`config.mk`:
```
export PLATFORM = sky130hd
export DESIGN_NAME = shp_kernel
export DESIGN_NICKNAME = d
export VERILOG_FILES = /design/src/hdl/shp_pkg.sv /design/src/hdl/shp_kernel.sv
export SDC_FILE = /design/constraint.sdc
export NUM_CORES = 1
export LEC_CHECK = 0
export BUFFER_PORTS_ARGS = -buffer_cell sky130_fd_sc_hd__buf_2
export CAP_MARGIN = 10
export CORE_AREA = 4 4 154 156
export CTS_BUF_LIST = sky130_fd_sc_hd__clkbuf_4 sky130_fd_sc_hd__clkbuf_8
export DETAILED_ROUTE_END_ITERATION = 12
export DIE_AREA = 0 0 158 160
export HOLD_SLACK_MARGIN = 0.12
export PLACE_DENSITY = 0.82
export SETUP_SLACK_MARGIN = 0.1
export SYNTH_ARGS = -nofsm -noshare
export SYNTH_HDL_FRONTEND = slang
export SYNTH_SLANG_ARGS = --single-unit
```
`constraint.sdc`:
```
create_clock -name aclk -period 5.93 [get_ports aclk]
set_input_delay 0 -clock aclk [delete_from_list [all_inputs] [get_ports aclk]]
set_output_delay 0 -clock aclk [all_outputs]
set_load 0.05 [all_outputs]
```
`src/hdl/shp_pkg.sv`:
```
// Shared types and constants for the 3x3 cross sharpening stream.
// Used by every module under hdl but shp_ram; has no dependencies of its own.
`default_nettype none
package shp_pkg;

    // Configuration port.
    localparam int CFG_DATA_W  = 12;
    localparam int CFG_INDEX_W = 2;

    localparam logic [CFG_INDEX_W-1:0] REG_IMAGE_WIDTH   = 2'd0;
    localparam logic [CFG_INDEX_W-1:0] REG_IMAGE_HEIGHT  = 2'd1;
    localparam logic [CFG_INDEX_W-1:0] REG_CHANNEL_COUNT = 2'd2;

    localparam logic [11:0] RESET_IMAGE_WIDTH   = 12'd640;
    localparam logic [11:0] RESET_IMAGE_HEIGHT  = 12'd480;
    localparam logic [2:0]  RESET_CHANNEL_COUNT = 3'd3;

    // Design limits and parameter defaults.
    localparam int DEF_MAX_WIDTH    = 2048;
    localparam int DEF_MAX_CHANNELS = 4;
    localparam logic [11:0] HEIGHT_LIMIT = 12'd2048;

    // Width used for column arithmetic; holds any width up to 8192 plus one.
    localparam int POS_W = 14;

    // floor(x / 10) for x < 2560 as (x * 52429) >> 19.
    localparam logic [15:0] DIV10_MUL   = 16'd52429;
    localparam int          DIV10_SHIFT = 19;
    localparam logic [11:0] SAT_LIMIT   = 12'd2560;

    // One accepted beat as it leaves the position tracker.
    typedef struct packed {
        logic [7:0]  sample;
        logic        parity;      // row parity, selects the line memory written
        logic        produce;     // this beat completes an interior window
        logic [10:0] row;         // row of the centre pixel
        logic [10:0] col;         // column of the centre pixel
        logic [1:0]  chan;
        logic        last;        // last interior result of the frame
    } beat_t;

endpackage
`default_nettype wire

```
`src/hdl/shp_kernel.sv`:
```
// Window registers and the three-stage cross-kernel datapath with its output register.
// Depends on shp_pkg; takes beats from shp_ctrl and line data from two shp_ram instances.
`default_nettype none
module shp_kernel #(
    parameter int CH_W = 2
) (
    input  wire logic           aclk,
    input  wire logic           aresetn,
    input  wire logic           beat_valid,
    input  wire shp_pkg::beat_t beat,
    output logic                in_ready,
    input  wire logic [7:0]     line0_data,
    input  wire logic [7:0]     line1_data,
    input  wire logic           m_ready,
    output logic                m_valid,
    output logic [7:0]          m_sharpened,
    output logic [10:0]         m_out_row,
    output logic [10:0]         m_out_column,
    output logic [1:0]          m_out_channel,
    output logic                m_frame_done
);

    localparam int WIN = 2 ** CH_W;

    // Stage 1: beat registered alongside the line memory read data.
    logic           v1_reg;
    shp_pkg::beat_t b1_reg;

    // Per-channel window registers.
    logic [7:0] north_reg  [WIN];
    logic [7:0] centre_reg [WIN];
    logic [7:0] west_reg   [WIN];
    logic [7:0] south_reg  [WIN];

    // Stage 2: kernel sum split into sign, saturation and magnitude.
    logic        v2_reg;
    logic        neg2_reg;
    logic        sat2_reg;
    logic [11:0] mag2_reg;
    logic [10:0] row2_reg;
    logic [10:0] col2_reg;
    logic [1:0]  chan2_reg;
    logic        last2_reg;

    logic            m_valid_reg;
    logic [7:0]      sharp_reg;
    logic [10:0]     row3_reg;
    logic [10:0]     col3_reg;
    logic [1:0]      chan3_reg;
    logic            last3_reg;

    logic            ready2;
    logic            ready3;
    logic            adv1;
    logic [CH_W-1:0] ch;
    logic [7:0]      above2;
    logic [7:0]      east;
    logic [11:0]     centre14;
    logic [9:0]      ring_sum;
    logic [12:0]     v_next;
    logic [27:0]     prod;
    logic [7:0]      sharp_next;

    always_comb begin
        ready3   = !m_valid_reg || m_ready;
        ready2   = !v2_reg || ready3;
        in_ready = !v1_reg || ready2;
        adv1     = v1_reg && ready2;

        ch = b1_reg.chan[CH_W-1:0];
        // The memory of this row's parity holds row r-2; the other holds row r-1.
        above2 = b1_reg.parity ? line1_data : line0_data;
        east   = b1_reg.parity ? line0_data : line1_data;

        centre14 = {centre_reg[ch], 4'b0000} - {3'b000, centre_reg[ch], 1'b0};
        ring_sum = 10'(north_reg[ch]) + 10'(south_reg[ch]) + 10'(west_reg[ch]) + 10'(east);
        v_next   = {1'b0, centre14} - {3'b000, ring_sum};

        prod = 28'(mag2_reg) * 28'(shp_pkg::DIV10_MUL);
        if (neg2_reg) begin
            sharp_next = 8'd0;
        end else if (sat2_reg) begin
            sharp_next = 8'd255;
        end else begin
            sharp_next = 8'(prod >> shp_pkg::DIV10_SHIFT);
        end
    end

    always_ff @(posedge aclk) begin
        if (!aresetn) begin
            v1_reg      <= 1'b0;
            v2_reg      <= 1'b0;
            m_valid_reg <= 1'b0;
        end else begin
            if (in_ready) begin
                v1_reg <= beat_valid;
            end
            if (ready2) begin
                v2_reg <= adv1 && b1_reg.produce;
            end
            if (ready3) begin
                m_valid_reg <= v2_reg;
            end
        end
    end

    always_ff @(posedge aclk) begin
        if (in_ready) begin
            b1_reg <= beat;
        end
        if (adv1) begin
            north_reg[ch]  <= above2;
            west_reg[ch]   <= centre_reg[ch];
            centre_reg[ch] <= east;
            south_reg[ch]  <= b1_reg.sample;
        end
        if (ready2) begin
            neg2_reg  <= v_next[12] || (v_next == 13'd0);
            sat2_reg  <= !v_next[12] && (v_next[11:0] >= shp_pkg::SAT_LIMIT);
            mag2_reg  <= v_next[11:0];
            row2_reg  <= b1_reg.row;
            col2_reg  <= b1_reg.col;
            chan2_reg <= b1_reg.chan;
            last2_reg <= b1_reg.last;
        end
        if (ready3) begin
            sharp_reg <= sharp_next;
            row3_reg  <= row2_reg;
            col3_reg  <= col2_reg;
            chan3_reg <= chan2_reg;
            last3_reg <= last2_reg;
        end
    end

    assign m_valid       = m_valid_reg;
    assign m_sharpened   = sharp_reg;
    assign m_out_row     = row3_reg;
    assign m_out_column  = col3_reg;
    assign m_out_channel = chan3_reg;
    assign m_frame_done  = last3_reg;

endmodule
`default_nettype wire

```
# ---- Yosys cells after proc, flatten, opt, wreduce, memory -nomap -nowiden
# Memory sizes are Yosys's and may differ from the RTL's. A register that Yosys moved wholly into a read port is not among the register bits.
# Cells that the tools add are included.
# Widths: inputs -> output; s select.
dict set report word_totals {
  reg_bits 110
  latch_bits 0
  mem_bits_rw 128
  romBits 0
  output_inout_bits 35
  mem_count 4
}
# memory words word_bits read_ports rd_clocked_by_memory_dff write_ports line
set memory_table {}
lappend memory_table {centre_reg 4 8 1 1 1 shp_kernel.sv:31} ;# logic [7:0] centre_reg [WIN];
lappend memory_table {north_reg 4 8 1 1 1 shp_kernel.sv:30} ;# logic [7:0] north_reg [WIN];
lappend memory_table {south_reg 4 8 1 1 1 shp_kernel.sv:33} ;# logic [7:0] south_reg [WIN];
lappend memory_table {west_reg 4 8 1 1 1 shp_kernel.sv:32} ;# logic [7:0] west_reg [WIN];
dict set report op_classes {
  n_addsub 5
  n_mul 1
  div 0
  order_cmp 1
  eq_ne 0
  shifts 0
  mux 9
  bitwise 0
  reduce_logical 12
}
# op count
set ops {}
lappend ops {{$mul 12x16->27 const B} 1}
lappend ops {{$mux 8} 3}
lappend ops {{$logic_not 13->1} 1}
lappend ops {{$sub 12x10->13} 1}
lappend ops {{$ge 12x12->1 const B} 1}
lappend ops {{$sub 12x9->12} 1}
lappend ops {{$add 10x8->10} 1}
lappend ops {{$add 9x8->10} 1}
lappend ops {{$add 8x8->9} 1}
lappend ops {{$mux 2} 4}
lappend ops {{$logic_not 1->1} 4}
lappend ops {{$logic_or 1x1->1} 4}
lappend ops {{$logic_and 1x1->1} 3}
lappend ops {{$mux 1} 2}

# ---- Depth between registers and ports, before layout
dict set report depth {
  ltp_word 6
  ltp_mapped 21
}

# ---- Least setup slack after synthesis
# No wires, ideal clock.
dict set report synth_path {
  path_type {register -> register}
  from {register (tool-made name)}
  to {register sat2_reg (data pin)}
  setup_ns 0.270
  arrival_time_ns 5.062
  t_required_ns 5.660
  setup_slack_ns 0.598
  stages_incl_launch_ff 20
  path_cell_list {dfxtp_1 buf_2 buf_2 buf_2 mux4_2 inv_1 fa_1 fa_1 inv_1 fa_1 inv_1 fa_1 a21oi_1 o22ai_1 nor4_1 nor3_1 a221oi_1 nand2_1 a22oi_1 o22ai_1}
}
# item line
set synth_lines {}
lappend synth_lines {{to (signal assigned)} shp_kernel.sv:119} ;# sat2_reg <= !v_next[12] && (v_next[11:0] >= shp_pkg::SAT_LIMIT);
lappend synth_lines {{to (decl)} shp_kernel.sv:38} ;# logic sat2_reg;

==> flow_summary.json <==
{
  "die_h_um": 160,
  "cp_max_fo": 14,
  "ys.flop_type": "edfxtp_1",
  "cpLargestDelayFamily": "compound AO/OA/AOI/OAI gates",
  "synth_mux_area_share_pct": 7.59,
  "rsz0062_at_grt": "no",
  "core_um2": 22400,
  "mostFrequentLayoutCell": "edfxtp_1",
  "synth_cell_types": 54,
  "grtUsageMet2_pct": 35.6,
  "drive_gt1_share_pct": 21.2,
  "n_antenna_cell": 0,
  "antenna_found_initial": 0,
  "arrival_ns": 5.77,
  "fin_skew_ns": 0.0421,
  "synth_top_family_by_area": "adder cells",
  "cts_sinks": 240,
  "yosysSeqAreaShare_pct": 57.7,
  "routedWlPerCell_um": 18.5,
  "synthesis.area_um2": 12400,
  "worst-path-buf-inv": 2,
  "required_ns": 6.30,
  "final_antenna_net_count": 0,
  "netlist_instances": 801,
  "synth-compound-area-share_pct": 4.58,
  "fin_nets": 1204,
  "drt-initial-drc-count": 399,
  "clock_path_buffers": 3,
  "ios": 90,
  "vias_per_cell": 5.32,
  "num_vias": 6933,
  "die_w_um": 158,
  "drt_pass1_iterations": 4,
  "met1_usage_pct": 25.1,
  "setup_viol": 0,
  "met3_usage_pct": 3.22,
  "crit_chain": "buf_4 -> mux2_4 -> mux2_2 -> ha_1 -> a21o_1 -> a41o_1 -> a21oi_1 -> xnor2_1 -> fa_1 -> ha_1 -> nand2_1 -> a21oi_1 -> a311o_1 -> nor3_1 -> inv_1 -> nor4_1 -> o21ai_0 -> a21boi_0",
  "clock_latency_ns": 0.54,
  "relSlewSlack_pct": 25.9,
  "layout_common_cells": "235 x edfxtp_1, 158 x inv_1, 91 x ha_1",
  "slowest_delay_ns": 0.78,
  "post_synth_xor_area_fraction_pct": 1.69,
  "synth-edff-count": 235,
  "drc": 0,
  "synth_nets": 1013,
  "worstMarginPinSlew_ns": 1.11,
  "start_util_pct": 55.5,
  "fin_crit_ns": 5.40,
  "fmax_mhz": 185,
  "synthAdderAreaFrac_pct": 19.8,
  "slew_violations": 0,
  "maxCapViolCount": 0,
  "synth-simple-area-share_pct": 3.40,
  "cts_root_buf": "clkbuf_8",
  "dieArea_um2": 25300,
  "synth-seq-cells": 240,
  "cp.depth": 18,
  "htree_levels": 2,
  "r2r_cells": 18,
  "cts_tree": "yes",
  "finalWeightedCongestion": 0.830,
  "cp_slowest_cell": "dfxtp_1",
  "status": "completed",
  "setup_tns_ns": 0,
  "yosysWarnings": 0,
  "hold_class": "in2reg",
  "grt_pass1_vias": 7589,
  "hold_path_depth": 2,
  "top_usage_layer": "met2",
  "grt_first_pass_wirelength_mm": 39.2,
  "largest_reg_flops": 33,
  "drt_wl_total_mm": 24.1,
  "clkSlewWorstSetupHoldPaths_ns": 0.06,
  "cp-end-kind": "flop",
  "grt_max_degree": 42,
  "finalCritPeriodShare_pct": 91.1,
  "cp-start-kind": "flop",
  "dp_hpwl_mm": 16.2,
  "port_buffers": 89,
  "syn-mean-instance-area_um2": 15.5,
  "area_growth_pct": 18.0,
  "ys_async_sr_fraction_pct": 0,
  "cts_made_buffers": 38,
  "ctsResizeCount": 0,
  "grt_usage_pct": 19.8,
  "critPathKind": "reg2reg",
  "overflow": 0,
  "hold_viol": 0,
  "rows": 55
}
==> cells in the mapped netlist (all sizes together), types with 8 or more instances <==
cell type,number,share of area (%)
xnor2,15,1.1
nand2,13,0.39
ha,91,9.2
mux2i,9,0.73
a21o,9,0.54
mux4,31,5.6
nor2,18,0.54
o21ai,8,0.32
fa,66,11
a21oi,21,0.88
nor3,15,0.61
mux2,13,1.2
inv,158,4.8
edfxtp,235,57
xor2,9,0.64
==> path summary, 6_finish.rpt <==
path                            startpoint  slack (ns)     endpoint
worst min-delay path              beat[33]        0.17   b1_reg[33]
worst max-delay path                  flop        0.53     neg2_reg
worst min register to register   b1_reg[9]        0.41  col2_reg[6]
worst max register to register        flop        0.53     neg2_reg
==> area by class of cell <==
cell class              count  area [µm²]
inverters                 158         593
multi-input cells         392        4630
clock buffers              53         654
repair buffers            162        1160
fillers                  1497        7730
well taps                 285         357
clock inverters            13        82.6
flip-flops and latches    240        7160
==> metal layers <==
layer / share of wire (%) / routed length, µm / vias to the layer above
met5: 0 / 0 / -
met4: 2.0 / 472 / 0
met3: 3.6 / 871 / 43
met2: 55 / 13400 / 157
met1: 39 / 9410 / 3470
li1: - / - / 3263
==> repair_timing <==
item | in CTS | in global routing
hold buffers | 62 | 0
setup buffers | 0 | 0
endpoints found under the hold margin | 104 | 0
==> cell families (layout without fill, tap and decap cells) <==
| family | count (synthesis) | in the layout |
|---|---|---|
| AO/OA/AOI/OAI | 75 | 75 |
| XOR/XNOR | 24 | 24 |
| adder cells (fa/ha/maj) | 157 | 157 |
| buffers and inverters | 169 | 386 |
| flip-flops | 240 | 240 |
| multiplexers | 53 | 53 |
| AND/OR/NAND/NOR | 83 | 83 |
==> per-stage QoR <==
stage	area, µm²	setup WS (ns)	hold WS (ns)	utilization (%)	cells
after global routing	14600	0.125	0.148	65.4	1303
after global placement	13300	0.693	0.177	59.4	1175
after floorplan	12400	0.598	0.0989	-	801
after detailed placement	13300	0.544	0.179	59.4	1175
after CTS	14600	0.566	0.135	65.4	1303
final	14600	0.530	0.168	65.4	1303
Power is not shown: default switching activity piles up to over one toggle a cycle in this logic, so the estimate is an artifact.
