==> config.mk <==
export PLATFORM = sky130hd
export DESIGN_NAME = shp_ctrl
export DESIGN_NICKNAME = d
export VERILOG_FILES = /design/src/hdl/shp_pkg.sv /design/src/hdl/shp_ctrl.sv
export SDC_FILE = /design/constraint.sdc
export NUM_CORES = 1
export LEC_CHECK = 0
export BUFFER_PORTS_ARGS = -buffer_cell sky130_fd_sc_hd__buf_2
export CORE_MARGIN = 2
export CORE_UTILIZATION = 35
export CTS_CLUSTER_SIZE = 25
export DETAILED_ROUTE_END_ITERATION = 7
export GPL_ROUTABILITY_DRIVEN = 0
export PLACE_DENSITY = 0.66
export SKIP_LAST_GASP = 1
export SLEW_MARGIN = 10
export SYNTH_ARGS = -nofsm -noshare
export SYNTH_HDL_FRONTEND = slang
export SYNTH_SLANG_ARGS = --single-unit
==> constraint.sdc <==
create_clock -name aclk -period 3.89 [get_ports aclk]
set_clock_uncertainty 0.1 [all_clocks]
set_input_delay 0.5835 -clock aclk [delete_from_list [all_inputs] [get_ports aclk]]
set_output_delay 0.5835 -clock aclk [all_outputs]
set_load 0.05 [all_outputs]
==> src/hdl/shp_pkg.sv <==
// Shared types and constants for the 3x3 cross sharpening stream.
// Used by every module under hdl but shp_ram; has no dependencies of its own.
`default_nettype none
package shp_pkg;

    // Configuration port.
    localparam int CFG_DATA_W  = 12;
    localparam int CFG_INDEX_W = 2;

    localparam logic [CFG_INDEX_W-1:0] REG_IMAGE_WIDTH   = 2'd0;
    localparam logic [CFG_INDEX_W-1:0] REG_IMAGE_HEIGHT  = 2'd1;
    localparam logic [CFG_INDEX_W-1:0] REG_CHANNEL_COUNT = 2'd2;

    localparam logic [11:0] RESET_IMAGE_WIDTH   = 12'd640;
    localparam logic [11:0] RESET_IMAGE_HEIGHT  = 12'd480;
    localparam logic [2:0]  RESET_CHANNEL_COUNT = 3'd3;

    // Design limits and parameter defaults.
    localparam int DEF_MAX_WIDTH    = 2048;
    localparam int DEF_MAX_CHANNELS = 4;
    localparam logic [11:0] HEIGHT_LIMIT = 12'd2048;

    // Width used for column arithmetic; holds any width up to 8192 plus one.
    localparam int POS_W = 14;

    // floor(x / 10) for x < 2560 as (x * 52429) >> 19.
    localparam logic [15:0] DIV10_MUL   = 16'd52429;
    localparam int          DIV10_SHIFT = 19;
    localparam logic [11:0] SAT_LIMIT   = 12'd2560;

    // One accepted beat as it leaves the position tracker.
    typedef struct packed {
        logic [7:0]  sample;
        logic        parity;      // row parity, selects the line memory written
        logic        produce;     // this beat completes an interior window
        logic [10:0] row;         // row of the centre pixel
        logic [10:0] col;         // column of the centre pixel
        logic [1:0]  chan;
        logic        last;        // last interior result of the frame
    } beat_t;

endpackage
`default_nettype wire

==> src/hdl/shp_ctrl.sv <==
// Configuration registers and raster position tracking for the sharpening stream.
// Depends on shp_pkg; produces one beat_t per accepted input beat.
`default_nettype none
module shp_ctrl #(
    parameter int MAX_WIDTH    = shp_pkg::DEF_MAX_WIDTH,
    parameter int MAX_CHANNELS = shp_pkg::DEF_MAX_CHANNELS,
    parameter int COL_W        = $clog2(MAX_WIDTH),
    parameter int CH_W         = (MAX_CHANNELS > 1) ? $clog2(MAX_CHANNELS) : 1
) (
    input  wire logic                               aclk,
    input  wire logic                               aresetn,
    input  wire logic                               cfg_we,
    input  wire logic [shp_pkg::CFG_INDEX_W-1:0]    cfg_index,
    input  wire logic [shp_pkg::CFG_DATA_W-1:0]     cfg_wdata,
    input  wire logic                               s_valid,
    input  wire logic [7:0]                         s_sample,
    input  wire logic                               take,
    output logic                                    accept,
    output shp_pkg::beat_t                          beat,
    output logic [COL_W+CH_W-1:0]                   ram_addr
);

    localparam logic [shp_pkg::POS_W-1:0] MAX_W_POS = shp_pkg::POS_W'(MAX_WIDTH);
    localparam logic [2:0]                MAX_CH3   = 3'(MAX_CHANNELS);

    logic [11:0]      width_reg;
    logic [11:0]      height_reg;
    logic [2:0]       chans_reg;
    logic [10:0]      row_reg;
    logic [COL_W-1:0] col_reg;
    logic [CH_W-1:0]  chan_reg;

    logic [shp_pkg::POS_W-1:0] lim_w;
    logic [11:0]               lim_h;
    logic [2:0]                lim_c;
    logic [shp_pkg::POS_W-1:0] col_pos;
    logic [shp_pkg::POS_W-1:0] col_inc;
    logic [11:0]               row_inc;
    logic [2:0]                chan_inc;
    logic                      col_wrap;
    logic                      row_wrap;
    logic                      chan_wrap;

    always_comb begin
        lim_w = ({2'b00, width_reg} > MAX_W_POS) ? MAX_W_POS : {2'b00, width_reg};
        lim_h = (height_reg > shp_pkg::HEIGHT_LIMIT) ? shp_pkg::HEIGHT_LIMIT : height_reg;
        if (chans_reg == 3'd0) begin
            lim_c = 3'd1;
        end else begin
            lim_c = (chans_reg > MAX_CH3) ? MAX_CH3 : chans_reg;
        end

        col_pos   = shp_pkg::POS_W'(col_reg);
        col_inc   = col_pos + shp_pkg::POS_W'(1);
        row_inc   = {1'b0, row_reg} + 12'd1;
        chan_inc  = 3'(chan_reg) + 3'd1;
        col_wrap  = col_inc >= lim_w;
        row_wrap  = row_inc >= lim_h;
        chan_wrap = chan_inc >= lim_c;

        accept = s_valid && take;

        beat.sample  = s_sample;
        beat.parity  = row_reg[0];
        // The window around pixel (r-1, c-1) is complete when (r, c) arrives.
        beat.produce = (row_reg >= 11'd2) && (col_pos >= shp_pkg::POS_W'(2))
                    && (row_inc <= lim_h) && (col_inc <= lim_w);
        beat.row     = row_reg - 11'd1;
        beat.col     = 11'(col_pos - shp_pkg::POS_W'(1));
        beat.chan    = 2'(chan_reg);
        beat.last    = (row_inc == lim_h) && (col_inc == lim_w) && (chan_inc == lim_c);

        ram_addr = {col_reg, chan_reg};
    end

    always_ff @(posedge aclk) begin
        if (!aresetn) begin
            width_reg  <= shp_pkg::RESET_IMAGE_WIDTH;
            height_reg <= shp_pkg::RESET_IMAGE_HEIGHT;
            chans_reg  <= shp_pkg::RESET_CHANNEL_COUNT;
            row_reg    <= '0;
            col_reg    <= '0;
            chan_reg   <= '0;
        end else if (cfg_we) begin
            case (cfg_index)
                shp_pkg::REG_IMAGE_WIDTH:   width_reg  <= cfg_wdata;
                shp_pkg::REG_IMAGE_HEIGHT:  height_reg <= cfg_wdata;
                shp_pkg::REG_CHANNEL_COUNT: chans_reg  <= cfg_wdata[2:0];
                default: ;
            endcase
            // Any write, known index or not, restarts the frame position.
            row_reg  <= '0;
            col_reg  <= '0;
            chan_reg <= '0;
        end else if (accept) begin
            if (chan_wrap) begin
                chan_reg <= '0;
                if (col_wrap) begin
                    col_reg <= '0;
                    row_reg <= row_wrap ? 11'd0 : row_inc[10:0];
                end else begin
                    col_reg <= col_inc[COL_W-1:0];
                end
            end else begin
                chan_reg <= chan_inc[CH_W-1:0];
            end
        end
    end

endmodule
`default_nettype wire

# --- Word level (Yosys, flattened, before mapping) ---
# Index checks and enable logic that the tools add are counted.
op_classes:
  n_addsub: 5
  order_cmp: 10
  eq_ne: 5
  muxes: 7
  n_bitwise: 1
  n_reduce_logical: 14
op_table:
  columns: ["op", "count"]
  rows:
  - ["adder 11 x 1 -> 12 bit (second input constant)", 2]
  - ["== test 12 bit", 2]
  - ["greater-or-equal comparator 12 bit", 2]
  - ["greater-than comparator 12 bit (second input constant)", 2]
  - ["less-or-equal comparator 12 bit", 2]
  - ["two-way mux 12 bit", 2]
  - ["greater-or-equal comparator 11 x 2 -> 1 bit (second input constant)", 2]
  - ["two-way mux 11 bit", 2]
  - ["subtractor 11 x 1 -> 11 bit (second input constant)", 2]
  - ["AND reduction 2 bit", 4]
  - ["logical AND 1 bit", 6]
  - ["two-way mux 3 bit", 2]
  - ["adder 2 x 1 -> 3 bit (second input constant)", 1]
  - ["== test 3 bit", 1]
  - ["greater-or-equal comparator 3 bit", 1]
  - ["greater-than comparator 3 bit (second input constant)", 1]
  - ["zero test 3 bit", 1]
  - ["AND reduction 3 bit", 1]
  - ["== test 2 x 1 -> 1 bit (second input constant)", 1]
  - ["== test 2 bit (second input constant)", 1]
  - ["zero test 2 bit", 1]
  - ["two-way mux 2 bit", 1]
  - ["OR reduction 2 bit", 1]
  - ["inverter 1 bit", 1]
totals:
  regBits: 51
  in_bits: 27
  output_inout_bits: 49

# --- Logic depth before layout (Yosys ltp) ---
depth:
  depth_word: 5
  depth_mapped: 14
  mapped_depth_nobuf: 13

# --- Least setup slack after synthesis ---
# Ideal clock, no wire load.
synth_path:
  kind: "register to output"
  from: "reg col_reg[1]"
  to: "out beat[25] (netlist name)"
  t_arrival_ps: 3966
  t_required_ps: 3207
  slack_ps: -760
  path_stages_with_launch: 12
  cell_sequence: "dfxtp_1 ha_1 nand3_1 nor2_1 and3_1 nand3_1 xnor2_1 ha_1 nand4_1 a21oi_1 or3_4 a221oi_1"
synth_rtl:
  columns: ["item", "line_no", "text"]
  rows:
  - ["start, declared", "shp_ctrl.sv:30", "logic [COL_W-1:0] col_reg;"]
  - ["start signal, assigned", "shp_ctrl.sv:102", "col_reg <= col_inc[COL_W-1:0];"]
  - ["end, declared", "shp_ctrl.sv:19", "output shp_pkg::beat_t beat,"]

==> impl_metrics.tcl <==
set metrics [dict create \
    antenna_found_initial 0 \
    synth-simple-area-share_pct 28.1 \
    worstSetupEndpoint "beat[25]" \
    reg2reg_slack_ns 0.54 \
    finalCritPeriodShare_pct 96.9 \
    worst_hold_path_type "register to register" \
    start_util_pct 36.0 \
    status "finished, final reports clean" \
    grt.overflow.total 0 \
    max-clock-path-buffers 2 \
    setup_viol 0 \
    syn_inst 470 \
    num_rows 37 \
    finish.net_count 569 \
    rr_startpoint "col_reg[1]$_SDFFE_PP0P_" \
    end_kind "output port" \
    synthAdderAreaFrac_pct 11.5 \
    htreeDepth 2 \
    p_seq_share_pct 56.5 \
    path_buf_inv 1 \
    worst_pin_slew_ns 0.781 \
    synth_xor_area_share_pct 10.6 \
    regToRegEndpoint "row_reg[10]$_SDFFE_PP0P_" \
    clk_transition_reported_paths_ns 0.09 \
    port_buffers 59 \
    insertedDiodeCount 0 \
    holdBufCountCts 0 \
    top_level_ports 76 \
    hold_viol 0 \
    cts_tree "done" \
    ys.flop_type "dfxtp_1" \
    worstSetupPathType "register to output port" \
    routed_via_density 5.07 \
    fp.dieW_um 107 \
    grt_pass1_vias 3131 \
    switchingPower_uw 254 \
    p_clk_share_pct 31.9 \
    ant_nets 0 \
    drt_first_iter_violations 135 \
    cts-buffers-inserted 5 \
    coreArea_um2 10300 \
    synthMuxAreaShare_pct 0.811 \
    cp_top_family "simple AND/OR/NAND/NOR gates" \
    yosys_warnings 0 \
    die_h_um 107 \
    critPathMostFrequentCell "nand3_2" \
    ir_worst_vdd_uv 134 \
    slew-limit-headroom_pct 47.8 \
    drc_errors 0 \
    worst-path-stages 10 \
    period_minus_slack_ns 3.77 \
    dp_slack_ns 0.151 \
    cp.required_ns 3.21 \
    slew_violations 0 \
    combPwrFrac_pct 11.6 \
    area_growth_syn_to_layout_pct 13.6 \
    track_usage_pct 15.9 \
    drt-total-wl_um 9020 \
    firstDrtPassIters 4 \
    start_kind "register" \
    r2r_cells 14 \
    crit_arrival_ns 3.09 \
    switching_share_pct 26.8 \
    avgSynthCellArea_um2 7.87 \
    cap_violations 0 \
    die_area_um2 11400 \
    crit_fanout 8 \
    wl_per_cell_um 14.0 \
    cts-root-buf "clkbuf_8" \
    clock_latency_ns 0.31 \
    synthesis.area_um2 3700 \
    synthArstFlopShare_pct 0 \
    max_stage_delay_ns 0.62 \
    cts.sinks 51 \
    p_int_uw 694 \
    hpwl_um 6920 \
    max_freq_ghz 0.265 \
    fin_area_um2 4200 \
    place_area_um2 4000 \
    drive_above_1_share_pct 23.4 \
    startpoint "row_reg[3]$_SDFFE_PP0P_" \
    grt_pass1_wl_um 14800 \
    synth_compound_area_share_pct 12.2 \
    cp_cell_sequence "and3_2, nand3_2, nor2_2, nand3_2, xnor2_2, ha_1, nand4_1, or4_4, a221oi_4, buf_6" \
    num_vias 3270 \
    postLayoutSetupSlackWorst_ns 0.121 \
    ys_seq_elements 51 \
    slowest_stage "or4_4" \
    synth-edff-count 0 \
    power_per_cell_area_nw_per_um2 226 \
    synth_top_family_by_area "simple AND/OR/NAND/NOR gates" \
    grt_max_degree 30 \
    power_leakage_nw 1.87 \
    yosysUniqueCellTypes 54 \
    syn-num-nets 531 \
    ys_seq_area_share_pct 27.6 \
]
==> synth_stat cells, types with 6 or more instances <==
cell type    n  area share (%)
and3_1      10             1.7
xor2_1      29             6.9
ha_1        34              11
o211ai_1     9             1.8
a21boi_0    18             3.7
nor2_1      31             3.1
a21oi_1     16             2.2
xnor2_1     14             3.3
nor3_1      12             1.6
inv_1       15             1.5
nand2_1    105              11
dfxtp_1     51              28
clkbuf_1    17             1.7
buf_4       12             2.4
nand3_1     19             2.6
o21ai_0      7            0.95
nor2b_1      6             1.0
==> power by group through the flow <==
| stage | sequential, mW | clock, mW | combinational [mW] |
|---|---|---|---|
| after CTS | 0.539 | 0.307 | 0.110 |
| after floorplan | 0.552 | 0 | 0.0987 |
| after detailed placement | 0.551 | 0 | 0.109 |
| after global routing | 0.538 | 0.329 | 0.123 |
| final | 0.536 | 0.302 | 0.110 |
| after global placement | 0.551 | 0 | 0.107 |
==> cell type report <==
| cell class | count | area [um^2] |
|---|---|---|
| Inverter | 15 | 56.3 |
| Tap cell | 136 | 170 |
| Clock buffer | 7 | 76.3 |
| Timing Repair Buffer | 72 | 399 |
| Fill cell | 1092 | 6070 |
| Sequential cell | 51 | 1040 |
| Multi-Input combinational cell | 363 | 2450 |
| Clock inverter | 1 | 5.00 |
==> worst min-delay path by stage <==
stage / cells after the start / slack (ns) / from / end
after floorplan: 2 / 0.34 / height_reg[0]$_SDFFE_PN0P_ / height_reg[0]$_SDFFE_PN0P_
after global placement: 2 / 0.35 / width_reg[0]$_SDFFE_PN0P_ / width_reg[0]$_SDFFE_PN0P_
after detailed placement: 2 / 0.36 / height_reg[10]$_SDFFE_PN0P_ / height_reg[10]$_SDFFE_PN0P_
after CTS: 2 / 0.37 / height_reg[10]$_SDFFE_PN0P_ / height_reg[10]$_SDFFE_PN0P_
after global routing: 2 / 0.39 / height_reg[3]$_SDFFE_PN0P_ / height_reg[3]$_SDFFE_PN0P_
final: 2 / 0.37 / height_reg[10]$_SDFFE_PN0P_ / height_reg[10]$_SDFFE_PN0P_
==> metrics by stage <==
step	power (mW)	setup TNS, ns	utilization [%]	hold slack (ns)	instances
after CTS	0.956	0	39.9	0.370	644
after global placement	0.658	0	38.9	0.353	636
after global routing	0.990	-0.0205	40.9	0.387	645
after floorplan	0.650	-0.0886	-	0.339	470
final	0.949	0	40.9	0.365	645
after detailed placement	0.661	0	38.9	0.357	636
==> repair_timing <==
item / in CTS / in global routing
buffers inserted: 0 / 1
pin swaps: 0 / 3
endpoints found under the setup margin: 2 / 2
gates resized for setup: 9 / 24
==> routing by layer <==
| metal | track usage (%) | vias to the layer above | wire (um) |
|---|---|---|---|
| met3 | 2.74 | 11 | 401 |
| met2 | 25.9 | 79 | 4120 |
| met1 | 21.4 | 1534 | 4310 |
| met5 | 0 | - | 0 |
| li1 | - | 1646 | - |
| met4 | 5.38 | 0 | 183 |
==> worst reg2reg max path: stages (launching register included) <==
cell,delay (ns)
dfxtp_4,0.39
ha_2,0.22
nand3_2,0.12
nor2_2,0.15
and3_4,0.21
nand3_1,0.10
xnor2_1,0.16
ha_1,0.31
nand4_1,0.15
a211oi_1,0.29
or3_4,0.21
o21ai_4,0.07
buf_4,0.20
or3b_1,0.42
a21oi_1,0.17
==> cell usage in the layout (no fill, tap or decap), drive strengths merged, types with 4 or more instances in the layout <==
master / synthesis / routed
nor2b: 7 / 7
nor2: 32 / 32
xnor2: 15 / 15
clkbuf: 20 / 7
nand2: 106 / 106
a21boi: 18 / 18
nand3: 20 / 20
ha: 34 / 34
a21oi: 17 / 17
nand2b: 4 / 4
o41ai: 5 / 5
nand4: 5 / 5
buf: 21 / 72
dfxtp: 51 / 51
nor3: 12 / 12
inv: 15 / 15
o21ai: 8 / 8
xor2: 29 / 29
o211ai: 9 / 9
and3: 13 / 13
==> cells by family (layout without fill, tap and decap cells) <==
kind of cell / after synthesis / in the layout
and+or+nand+nor: 217 / 217
AOI/OAI and AO/OA: 65 / 65
buffers and inverters: 56 / 95
DFF: 51 / 51
xor gates and xnor gates: 44 / 44
adders and majority gates: 34 / 34
muxes: 3 / 3
(Power assumes the default switching activity.)
